==> src/rtl/cst_pkg.sv <==
// Shared types, constants and functions of the command slot tracker.
`default_nettype none

package cst_pkg;

  localparam int MaxSlots  = 32;
  localparam int SlotW     = $clog2(MaxSlots);
  localparam int CountW    = SlotW + 1;
  localparam int CmdW      = 2;
  localparam int StatusW   = 8;
  localparam int DivSteps  = SlotW;
  localparam int DivCntW   = $clog2(DivSteps);

  // Input tdata: slot, device_issue_mask, device_active_mask, task_status
  localparam int InBits    = SlotW + 2 * MaxSlots + StatusW;
  localparam int InDataW   = ((InBits + 7) / 8) * 8;
  localparam int InIssueLo = SlotW;
  localparam int InActLo   = SlotW + MaxSlots;
  localparam int InStatLo  = SlotW + 2 * MaxSlots;

  // Output tdata: granted_slot, completed_mask, device_error
  localparam int OutBits   = SlotW + MaxSlots + 1;
  localparam int OutDataW  = ((OutBits + 7) / 8) * 8;

  localparam logic [StatusW-1:0] StatErr = 8'h01;
  localparam logic [StatusW-1:0] StatDf  = 8'h20;

  typedef enum logic [CmdW-1:0] {
    CMD_ALLOC = 2'd0,
    CMD_ISSUE = 2'd1,
    CMD_SCAN  = 2'd2
  } cmd_e;

  // Controller to datapath strobes
  typedef struct packed {
    logic latch;     // capture input transfer, arm start-pointer reduction
    logic div_step;  // one restoring step of start mod count
    logic find;      // rotating priority search, register grant
    logic commit;    // update slot state, load output register
  } cst_cmd_t;

  // Index of the lowest set bit; zero when none is set.
  function automatic logic [SlotW-1:0] lowest_set(input logic [MaxSlots-1:0] vec);
    logic [SlotW-1:0] idx;
    idx = '0;
    for (int i = MaxSlots - 1; i >= 0; i--) begin
      if (vec[i]) begin
        idx = SlotW'(i);
      end
    end
    return idx;
  endfunction

endpackage

`default_nettype wire

==> src/rtl/command_slot_tracker_core.sv <==
// Top level of the command slot tracker for one disk port.
//
// Input stream (s_axis): one command per transfer. tuser carries the command
// (allocate, mark issued, completion scan); tdata carries the slot number, the
// device issue and active masks and the ATA status byte.
// Output stream (m_axis): exactly one result transfer per input transfer, in
// order. tuser is grant_ok; tdata holds granted_slot, completed_mask and
// device_error.
// cfg_we_i / cfg_wdata_i load the slot count; write only while idle.
// Sequence: an allocate first reduces the start pointer modulo the slot count,
// one bit per cycle, then does a rotating priority search and then commits.
// Issue, scan and unknown commands go straight from acceptance to commit.
// The result appears in the cycle after commit.
// One command is in flight at a time; the output register lets a new command
// be accepted while the previous result waits. When the receiver stalls with
// a result still held, the next command finishes its work and then waits in
// its commit step, holding off further input.
// Reset clears owned and issued slots and the search pointer, sets the slot
// count to 32 and empties the output register.
`default_nettype none

module command_slot_tracker_core (
  input  wire logic                        clk_i,
  input  wire logic                        rst_ni,
  input  wire logic                        cfg_we_i,
  input  wire logic [cst_pkg::CountW-1:0]  cfg_wdata_i,    // slot_count
  input  wire logic                        s_axis_tvalid,
  output logic                             s_axis_tready,
  // [4:0] slot, [36:5] device_issue_mask, [68:37] device_active_mask,
  // [76:69] task_status, [79:77] zero
  input  wire logic [cst_pkg::InDataW-1:0] s_axis_tdata,
  input  wire logic [cst_pkg::CmdW-1:0]    s_axis_tuser,   // [1:0] command
  output logic                             m_axis_tvalid,
  input  wire logic                        m_axis_tready,
  // [4:0] granted_slot, [36:5] completed_mask, [37] device_error, [39:38] zero
  output logic [cst_pkg::OutDataW-1:0]     m_axis_tdata,
  output logic                             m_axis_tuser    // [0] grant_ok
);
  import cst_pkg::*;

  cst_cmd_t cmd;

  cst_ctrl u_ctrl (
    .clk_i       (clk_i),
    .rst_ni      (rst_ni),
    .in_valid_i  (s_axis_tvalid),
    .in_cmd_i    (s_axis_tuser),
    .in_ready_o  (s_axis_tready),
    .out_valid_o (m_axis_tvalid),
    .out_ready_i (m_axis_tready),
    .cmd_o       (cmd)
  );

  cst_dp u_dp (
    .clk_i       (clk_i),
    .rst_ni      (rst_ni),
    .cfg_we_i    (cfg_we_i),
    .cfg_wdata_i (cfg_wdata_i),
    .in_cmd_i    (s_axis_tuser),
    .in_data_i   (s_axis_tdata),
    .cmd_i       (cmd),
    .out_data_o  (m_axis_tdata),
    .out_ok_o    (m_axis_tuser)
  );

endmodule

`default_nettype wire

==> src/rtl/cst_ctrl.sv <==
// Sequencing state machine of the command slot tracker.
`default_nettype none

module cst_ctrl (
  input  wire logic                   clk_i,
  input  wire logic                   rst_ni,
  input  wire logic                   in_valid_i,
  input  wire logic [cst_pkg::CmdW-1:0] in_cmd_i,
  output logic                        in_ready_o,
  output logic                        out_valid_o,
  input  wire logic                   out_ready_i,
  output cst_pkg::cst_cmd_t           cmd_o
);
  import cst_pkg::*;

  typedef enum logic [3:0] {
    ST_IDLE = 4'b0001,
    ST_DIV  = 4'b0010,
    ST_FIND = 4'b0100,
    ST_DONE = 4'b1000
  } state_e;

  state_e               state_q, state_d;
  logic [DivCntW-1:0]   cnt_q, cnt_d;
  logic                 out_valid_q, out_valid_d;
  logic                 accept;
  logic                 out_free;

  assign in_ready_o  = (state_q == ST_IDLE);
  assign accept      = in_valid_i && in_ready_o;
  assign out_free    = !out_valid_q || out_ready_i;
  assign out_valid_o = out_valid_q;

  always_comb begin
    state_d         = state_q;
    cnt_d           = cnt_q;
    cmd_o           = '0;
    out_valid_d     = out_valid_q && !out_ready_i;
    case (state_q)
      ST_IDLE: begin
        if (accept) begin
          cmd_o.latch = 1'b1;
          cnt_d       = '0;
          state_d     = (in_cmd_i == CMD_ALLOC) ? ST_DIV : ST_DONE;
        end
      end
      ST_DIV: begin
        cmd_o.div_step = 1'b1;
        cnt_d          = cnt_q + 1'b1;
        if (cnt_q == DivCntW'(DivSteps - 1)) begin
          state_d = ST_FIND;
        end
      end
      ST_FIND: begin
        cmd_o.find = 1'b1;
        state_d    = ST_DONE;
      end
      ST_DONE: begin
        if (out_free) begin
          cmd_o.commit = 1'b1;
          out_valid_d  = 1'b1;
          state_d      = ST_IDLE;
        end
      end
      default: begin
        state_d = ST_IDLE;
      end
    endcase
  end

  always_ff @(posedge clk_i or negedge rst_ni) begin
    if (!rst_ni) begin
      state_q     <= ST_IDLE;
      cnt_q       <= '0;
      out_valid_q <= 1'b0;
    end else begin
      state_q     <= state_d;
      cnt_q       <= cnt_d;
      out_valid_q <= out_valid_d;
    end
  end

endmodule

`default_nettype wire

==> src/rtl/cst_dp.sv <==
// Datapath of the command slot tracker: slot state, search and output register.
`default_nettype none

module cst_dp (
  input  wire logic                       clk_i,
  input  wire logic                       rst_ni,
  input  wire logic                       cfg_we_i,
  input  wire logic [cst_pkg::CountW-1:0] cfg_wdata_i,
  input  wire logic [cst_pkg::CmdW-1:0]   in_cmd_i,
  input  wire logic [cst_pkg::InDataW-1:0] in_data_i,
  input  wire cst_pkg::cst_cmd_t          cmd_i,
  output logic [cst_pkg::OutDataW-1:0]    out_data_o,
  output logic                            out_ok_o
);
  import cst_pkg::*;

  // Configuration and slot state
  logic [CountW-1:0]   slot_count_q;
  logic [MaxSlots-1:0] owned_q, owned_d;
  logic [MaxSlots-1:0] issued_q, issued_d;
  logic [SlotW-1:0]    start_q, start_d;

  // Captured input transfer
  logic [CmdW-1:0]     cmd_q;
  logic [SlotW-1:0]    slot_q;
  logic [MaxSlots-1:0] dev_issue_q;
  logic [MaxSlots-1:0] dev_active_q;
  logic [StatusW-1:0]  status_q;

  // Start pointer reduction and grant
  logic [SlotW-1:0]    sh_q;
  logic [CountW-1:0]   rem_q, rem_d;
  logic [CountW-1:0]   trial;
  logic [SlotW-1:0]    grant_q;
  logic                ok_q;

  // Output register
  logic [SlotW-1:0]    o_slot_q;
  logic                o_ok_q;
  logic [MaxSlots-1:0] o_comp_q;
  logic                o_err_q;

  logic [CountW-1:0]   n_eff;
  logic [MaxSlots-1:0] range_mask;
  logic [MaxSlots-1:0] below_rem;
  logic [MaxSlots-1:0] free_vec;
  logic [MaxSlots-1:0] upper_vec;
  logic [MaxSlots-1:0] completed;
  logic                scan_err;

  // 0 acts as 1, anything above the slot limit as the limit
  always_comb begin
    if (slot_count_q == '0) begin
      n_eff = CountW'(1);
    end else if (slot_count_q > CountW'(MaxSlots)) begin
      n_eff = CountW'(MaxSlots);
    end else begin
      n_eff = slot_count_q;
    end
  end

  // Restoring reduction of start pointer by the slot count, one bit per step
  assign trial = {rem_q[CountW-2:0], sh_q[SlotW-1]};
  assign rem_d = (trial >= n_eff) ? (trial - n_eff) : trial;

  // Rotating priority search: first free at or above rem, else lowest free
  assign range_mask = (n_eff == CountW'(MaxSlots)) ? '1
                    : ((MaxSlots'(1) << n_eff) - MaxSlots'(1));
  assign below_rem  = (MaxSlots'(1) << rem_q[SlotW-1:0]) - MaxSlots'(1);
  assign free_vec   = ~(owned_q | dev_issue_q | dev_active_q) & range_mask;
  assign upper_vec  = free_vec & ~below_rem;

  assign completed  = owned_q & issued_q & ~dev_issue_q;
  assign scan_err   = (completed != '0) && ((status_q & (StatErr | StatDf)) != '0);

  always_comb begin
    owned_d  = owned_q;
    issued_d = issued_q;
    start_d  = start_q;
    case (cmd_q)
      CMD_ALLOC: begin
        if (ok_q) begin
          owned_d[grant_q] = 1'b1;
          start_d          = grant_q + 1'b1;
        end
      end
      CMD_ISSUE: begin
        issued_d[slot_q] = 1'b1;
      end
      CMD_SCAN: begin
        owned_d  = owned_q & ~completed;
        issued_d = issued_q & ~completed;
      end
      default: begin
      end
    endcase
  end

  always_ff @(posedge clk_i or negedge rst_ni) begin
    if (!rst_ni) begin
      slot_count_q <= CountW'(MaxSlots);
      owned_q      <= '0;
      issued_q     <= '0;
      start_q      <= '0;
    end else begin
      if (cfg_we_i) begin
        slot_count_q <= cfg_wdata_i;
      end
      if (cmd_i.commit) begin
        owned_q  <= owned_d;
        issued_q <= issued_d;
        start_q  <= start_d;
      end
    end
  end

  always_ff @(posedge clk_i) begin
    if (cmd_i.latch) begin
      cmd_q        <= in_cmd_i;
      slot_q       <= in_data_i[SlotW-1:0];
      dev_issue_q  <= in_data_i[InIssueLo +: MaxSlots];
      dev_active_q <= in_data_i[InActLo +: MaxSlots];
      status_q     <= in_data_i[InStatLo +: StatusW];
      sh_q         <= start_q;
      rem_q        <= '0;
    end else if (cmd_i.div_step) begin
      sh_q  <= {sh_q[SlotW-2:0], 1'b0};
      rem_q <= rem_d;
    end
    if (cmd_i.find) begin
      ok_q    <= (free_vec != '0);
      grant_q <= (upper_vec != '0) ? lowest_set(upper_vec) : lowest_set(free_vec);
    end
    if (cmd_i.commit) begin
      case (cmd_q)
        CMD_ALLOC: begin
          o_slot_q <= ok_q ? grant_q : '0;
          o_ok_q   <= ok_q;
          o_comp_q <= '0;
          o_err_q  <= 1'b0;
        end
        CMD_SCAN: begin
          o_slot_q <= '0;
          o_ok_q   <= 1'b0;
          o_comp_q <= completed;
          o_err_q  <= scan_err;
        end
        default: begin
          o_slot_q <= '0;
          o_ok_q   <= 1'b0;
          o_comp_q <= '0;
          o_err_q  <= 1'b0;
        end
      endcase
    end
  end

  assign out_data_o = OutDataW'({o_err_q, o_comp_q, o_slot_q});
  assign out_ok_o   = o_ok_q;

endmodule

`default_nettype wire

==> config.mk <==
export PLATFORM = sky130hd
export DESIGN_NAME = command_slot_tracker_core
export DESIGN_NICKNAME = d
export VERILOG_FILES = /design/src/rtl/cst_pkg.sv /design/src/rtl/command_slot_tracker_core.sv /design/src/rtl/cst_ctrl.sv /design/src/rtl/cst_dp.sv
export SDC_FILE = /design/constraint.sdc
export NUM_CORES = 1
export LEC_CHECK = 0
export BUFFER_PORTS_ARGS = -buffer_cell sky130_fd_sc_hd__buf_2
export CAP_MARGIN = 0
export CORE_ASPECT_RATIO = 1.1
export CORE_MARGIN = 8
export CORE_UTILIZATION = 40
export CTS_CLUSTER_SIZE = 28
export DETAILED_ROUTE_END_ITERATION = 12
export GPL_TIMING_DRIVEN = 1
export PLACE_DENSITY = 0.63
export SLEW_MARGIN = 10
export SYNTH_ARGS = -nofsm -noshare
export SYNTH_HDL_FRONTEND = slang
export SYNTH_SLANG_ARGS = --single-unit
==> constraint.sdc <==
create_clock -name clk_i -period 3.8 [get_ports clk_i]
set_clock_uncertainty 0.1 [all_clocks]
set_input_delay 1.14 -clock clk_i [delete_from_list [all_inputs] [get_ports clk_i]]
set_output_delay 1.14 -clock clk_i [all_outputs]
set_load 0.005 [all_outputs]
# Word-level counts from Yosys, hierarchy flattened
# Index checks and enable logic that the tools add are counted.
dict set report word_totals {
  regBits 215
  out_inout_bits 43
  wordCells 177
}
dict set report op_classes {
  add_sub_neg 5
  order_cmp 6
  n_eq_ne 12
  shifts 2
  mux 93
  n_bitwise 14
  n_reduce_logical 25
}
# operator n
set ops {}
lappend ops {{2-to-1 mux 5 bit} 68}
lappend ops {{bitwise AND 32 bit} 6}
lappend ops {{NOT 32 bit} 4}
lappend ops {{OR 32 bit} 4}
lappend ops {{one-hot mux 32 bit (2 select lines)} 2}
lappend ops {{nonzero test 32 bit} 3}
lappend ops {{2-to-1 mux 32 bit} 2}
lappend ops {{left shift 1 x 5 -> 32 bit, first input constant} 1}
lappend ops {{left shift 1 x 6 -> 32 bit, first input constant} 1}
lappend ops {{subtractor 32 x 1 -> 32 bit, second input constant} 1}
lappend ops {{subtractor 32 x 2 -> 32 bit, second input constant} 1}
lappend ops {{2-to-1 mux 4 bit} 4}
lappend ops {{one-hot mux 4 bit (4 select lines)} 1}
lappend ops {{less-than comparator 5 x 6 -> 1 bit, second input constant} 2}
lappend ops {{2-to-1 mux 6 bit} 2}
lappend ops {{demux 1 bit (select 5 bit)} 2}
lappend ops {{greater-or-equal comparator 5 x 1 -> 1 bit, second input constant} 2}
lappend ops {{2-to-1 mux 1 bit} 10}
lappend ops {{AND reduction 3 bit} 3}
lappend ops {{nonzero test 2 bit} 4}
lappend ops {{nonzero test 8 bit} 1}
lappend ops {{== test 6 bit, second input constant} 1}
lappend ops {{greater-or-equal comparator 6 bit} 1}
lappend ops {{greater-than comparator 6 bit, second input constant} 1}
lappend ops {{other kinds (20)} 30}

# Longest topological paths before layout
dict set report logic_depth {
  depth_word 41
  mapped_depth 16
  mapped_depth_nobuf 13
}

# By module
# A second synthesis with hierarchy kept.
dict set report unflattened {
  cells_unflattened 1149
  area_unflattened_um2 11249.5
}
# mod instances cells_each area_per_inst_um2 seq_area_each_um2
set modules_own_cells {}
lappend modules_own_cells {cst_dp 1 1106 10819.1 5671.7}
lappend modules_own_cells {cst_ctrl 1 43 430.4 201.4}

# Worst setup path before layout
# No wires, ideal clock.
dict set report synth_timing {
  path_kind {input-to-reg}
  start {input m_axis_tready}
  end {register u_dp.owned_q[16]}
  setup_ps 83
  arrival_time_ps 3869
  required_ps 3617
  path_slack_ps -251
  stages 7
  cell_sequence {nand2b_1 -> nor2b_1 -> clkbuf_1 -> nand2_1 -> or3_1 -> or3b_2 -> o21ai_0}
}
# item line_no
set synth_rtl {}
lappend synth_rtl {{from (decl)} command_slot_tracker_core.sv:34} ;# input wire logic m_axis_tready,
lappend synth_rtl {{to (signal assigned)} cst_dp.sv:110} ;# owned_q <= owned_d;
lappend synth_rtl {{to (decl)} cst_dp.sv:19} ;# logic [MaxSlots-1:0] owned_q, owned_d;

# Worst setup path after layout
dict set report layout_timing {
  start {register u_dp.slot_count_q[5]}
  end {register u_dp.grant_q[2], data pin}
}
dict set report layout_via {
  elab_chain_cells 41
  word_cells_on_any_way 76
}
# item line_no
set layout_lines {}
lappend layout_lines {{from (decl)} cst_dp.sv:18} ;# logic [CountW-1:0] slot_count_q;
lappend layout_lines {{from (signal assigned)} cst_dp.sv:101} ;# slot_count_q <= CountW'(MaxSlots);
lappend layout_lines {{from (signal assigned)} cst_dp.sv:107} ;# slot_count_q <= cfg_wdata_i;
lappend layout_lines {{greater-than comparator 6 bit} cst_dp.sv:55} ;# end else if (slot_count_q > CountW'(MaxSlots)) begin
lappend layout_lines {{2-to-1 mux 6 bit} cst_dp.sv:55}
lappend layout_lines {{2-to-1 mux 6 bit (*)} cst_dp.sv:53} ;# if (slot_count_q == '0) begin
lappend layout_lines {{left shift 1 x 6 -> 32 bit} cst_dp.sv:68} ;# : ((MaxSlots'(1) << n_eff) - MaxSlots'(1));
lappend layout_lines {{subtractor 32 x 1 -> 32 bit} cst_dp.sv:68}
lappend layout_lines {{2-to-1 mux 32 bit (*)} cst_dp.sv:67} ;# assign range_mask = (n_eff == CountW'(MaxSlots)) ? '1
lappend layout_lines {{bitwise AND 32 bit (*)} cst_dp.sv:70} ;# assign free_vec = ~(owned_q | dev_issue_q | dev_active_q) & range_mask;
lappend layout_lines {{bitwise AND 32 bit} cst_dp.sv:71} ;# assign upper_vec = free_vec & ~below_rem;
lappend layout_lines {{2-to-1 mux 5 bit (32 in a row)} cst_pkg.sv:47} ;# if (vec[i]) begin
lappend layout_lines {{2-to-1 mux 5 bit (*)} cst_dp.sv:132} ;# grant_q <= (upper_vec != '0) ? lowest_set(upper_vec) : lowest_set(free_vec);
lappend layout_lines {{to (signal assigned)} cst_dp.sv:132}
lappend layout_lines {{to (decl)} cst_dp.sv:34} ;# logic [SlotW-1:0] grant_q;
# Every way passes the cells marked *; elsewhere a longest branch is shown, timed or not.
# A chain may end at the register's enable or synchronous reset.

==> results.md <==
- Status: finished, final reports clean
- Ant diodes: 0
- Max Slew Vio Count: 0
- Area growth, synth to finish: 18.6%
- DIE HEIGHT: between 150 and 200 microns
- Final WL: between 30000 and 40000 microns
- Synth area leaders: edfxtp_1 33%, dfrtp_1 18%, o21ai_0 6.9%
- Layout Nets: 1420
- Final GP Congestion: between 0.9 and 1
- Number of global-route vias before repair: ~9600
- Cell-internal power: ~5.0 mW
- Max_cap viols: 0
- CP max stage delay: between 0.5 and 0.6 ns
- Relative slew slack: 27.1%
- Minimum clock period: roughly 3.7 ns
- Largest net degree at the start of global routing: 80
- Routed len/inst: 21.6 microns
- Synth cell types: between 70 and 80
- CP max-delay cell: dfstp_2
- Row Count: 64
- Slew at the pin closest to its max-slew limit: ~1.1 ns
- Gr ovfl total: 0
- CP Cell Sequence: buf_4 -> inv_1 -> buf_4 -> nand2_1 -> inv_1 -> a31oi_1 -> o211ai_1 -> a31oi_1 -> nor3_1 -> nor3b_2 -> nand4b_1 -> a211oi_1 -> or3_1
- Crit path launch type: flop
- Fill cell count: about 2600
- Initial antenna violation count: 0
- Buf/Inv on CP: 4
- Fmax: between 200 and 300 MHz
- Min Hold Slack: between 0.3 and 0.4 ns
- Die area: 33500 sq um
- Area occupied by multi-input gates: between 4000 and 5000 sq um
- Global-route usage over all layers: a little over a fifth
- CP arrival: about 3.9 ns
- Seq/Total Area, Yosys: 52.7%
- Sequential share of power: 41.5%
- DRT iter0 DRCs: between 800 and 900
- Syn Inst Count: approximately 1200
- Most common cell after layout, fill and taps aside: nand2_1
- Sw Ratio: about a third
- Setup-failing EPs final: 0
- Ports: roughly 140
- Top_reg_cell synth: edfxtp_1
- Number of synthesized register bits: 211
- CTS tree: yes
- HP Class: flop to flop
- Yosys top cell area share: roughly 33%
- Clk sinks: ~210
- Overall die width: about 180 microns
- Sequential cell area: about 6000 sq um
- I/O Buffers: about 120
- CP Class: flop to flop
- P per Cell Area: approximately 570 nW/um^2
- Crit path capture type: flop
- H-tree depth: 1
- Worst path top cell family by delay: simple AND/OR/NAND/NOR gates
- Placed Cells: around 1600
- Number of buffers created by CTS: 22
- Initial Util: about two fifths
- Bufs on Longest Clock Path: 3
- Worst-path clk slew: 0.06 ns
- Leak Pwr: approximately 5.6 nW
- First-pass GRT wire length: about 56000 microns
- Clock share of power: approximately 28%
- Unrepaired setup endpoints after global routing: no
- VDD IR max: 0.406 mV
- Core area: between 20000 and 30000 sq um
- TNS Setup: 0 ns
- Fin. Hold Viols: 0
- Root Driver: clkbuf_16
- Synthesized cell area: 11100 sq um
- Clock Latency Late Sink: roughly 0.52 ns
- Synthesized area per cell: 9.57 sq um
- Final worst-path cycle share: 97.2%
- Cts-stage hold buffer count: 0
- Final Core Density: 47.8%
- Fin cells: 1688
- Post-synth EDFFs: around 120
- Pre-Repair DR Iteration Count: 5
- DR vias: about 9700
- Ys async rst share: between 30% and 40%
- Critical Path RT: 3.96 ns
- DR vias/cell: approximately 5.8
- Overall Power: about 7.6 mW
- Area leader, netlist: edfxtp_1
- Switching power: 2.57 mW
- Most frequent cells in the layout: 172 x nand2_1, 154 x o21ai_0, 123 x buf_2, 123 x edfxtp_1, 81 x dfrtp_1
- Post-DRT Antenna Nets: 0
- Combinational Power Share: a little under a third
- Detail Placement HPWL: around 28000 microns
- Yosys warnings: 0
- Max Fanout on Critical Path: 31
- Residual DRC count: 0
- Proportion of layout cells with a drive suffix above 1: 19.0%
[state kept, by name (all words and copies together), names as in the netlist, 6 cells and up]
name	flops
u_dp.dev_active_q	32
u_dp.dev_issue_q	32
u_dp.issued_q	32
u_dp.o_comp_q	32
u_dp.owned_q	32
u_dp.slot_count_q	6
[cells by family after synthesis]
family	Yosys count	synth area share, %
buffers and inverters	120	4.54
flip-flops	211	52.7
other	2	0.0674
AO/OA/AOI/OAI	316	17.7
multiplexers	12	1.15
adder cells (fa/ha/maj)	17	1.98
AND/OR/NAND/NOR	477	21.1
XOR/XNOR	9	0.707
[worst reg2reg max path: stages, from the launching register on]
cell and delay, ns:
dfstp_2 0.55, buf_4 0.35, inv_1 0.21, buf_4 0.25, nand2_1 0.12, inv_1 0.12, a31oi_1 0.41, o211ai_1 0.20
a31oi_1 0.24, nor3_1 0.11, nor3b_2 0.18, nand4b_1 0.17, a211oi_1 0.07, or3_1 0.37
[synth_stat cells, types with 14 or more instances]
cell type,count
nand2_1,173
o21ai_0,154
edfxtp_1,123
dfrtp_1,81
nor2_1,78
inv_1,57
clkbuf_1,43
nand3_1,41
a21oi_1,39
nor3_1,34
nand2b_1,22
nor4_1,20
or3_1,20
a31oi_1,16
ha_1,16
and2_1,14
[power groups by stage]
stage	combinational (mW)	sequential, mW	clock, mW
2_1_floorplan	1.44	3.11	0
3_3_place_gp	2.25	3.18	0
3_5_place_dp	2.28	3.18	0
4_1_cts	2.29	3.15	2.16
5_1_grt	2.55	3.19	2.25
6_report	2.32	3.15	2.12
[routing by layer]
metal	GRT usage (%)	up-vias	wire, microns
met5	0	-	0
met4	9.33	0	1450
met3	3.38	75	2320
met2	34.9	370	17200
met1	28.1	4739	15500
li1	-	4557	-
[stage by stage]
stage	area (sq um)	worst slack [ns]
2_1_floorplan	11200	0.0264
3_3_place_gp	12400	0.0459
3_5_place_dp	12400	-0.00378
4_1_cts	13200	0.0826
5_1_grt	13200	0.00380
6_report	13200	0.107
[final cells by class]
class                      count  area share [%]
clock buffer                  30            4.70
clock inverter                 9           0.615
inverter                      57            1.63
multi-input combinational    834            36.8
sequential                   211            44.4
tap                          363            3.44
timing repair buffer         184            8.41
[what timing repair did]
action / 4_1_cts / 5_1_grt
endpoints found under the setup margin: 2 / 3
buffers inserted: 0 / 1
pin swaps: 1 / 6
gates resized for setup: 2 / 10
gates cloned: 0 / 0
[worst paths after layout]
| kind | start | to | slack [ns] | cells past startpoint |
|---|---|---|---|---|
| min reg2reg | u_dp.start_q[0] | u_dp.start_q[0] | 0.39 | 2 |
| max in group asynchronous | rst_ni | u_dp.owned_q[11] | 2.15 | 2 |
| min in group asynchronous | rst_ni | u_dp.owned_q[0] | 0.71 | 1 |
| max | u_dp.slot_count_q[5] | u_dp.grant_q[2] | 0.11 | 13 |
| max reg2reg | u_dp.slot_count_q[5] | u_dp.grant_q[2] | 0.11 | 13 |
| min | u_dp.start_q[0] | u_dp.start_q[0] | 0.39 | 2 |
(Power assumes the default switching activity.)
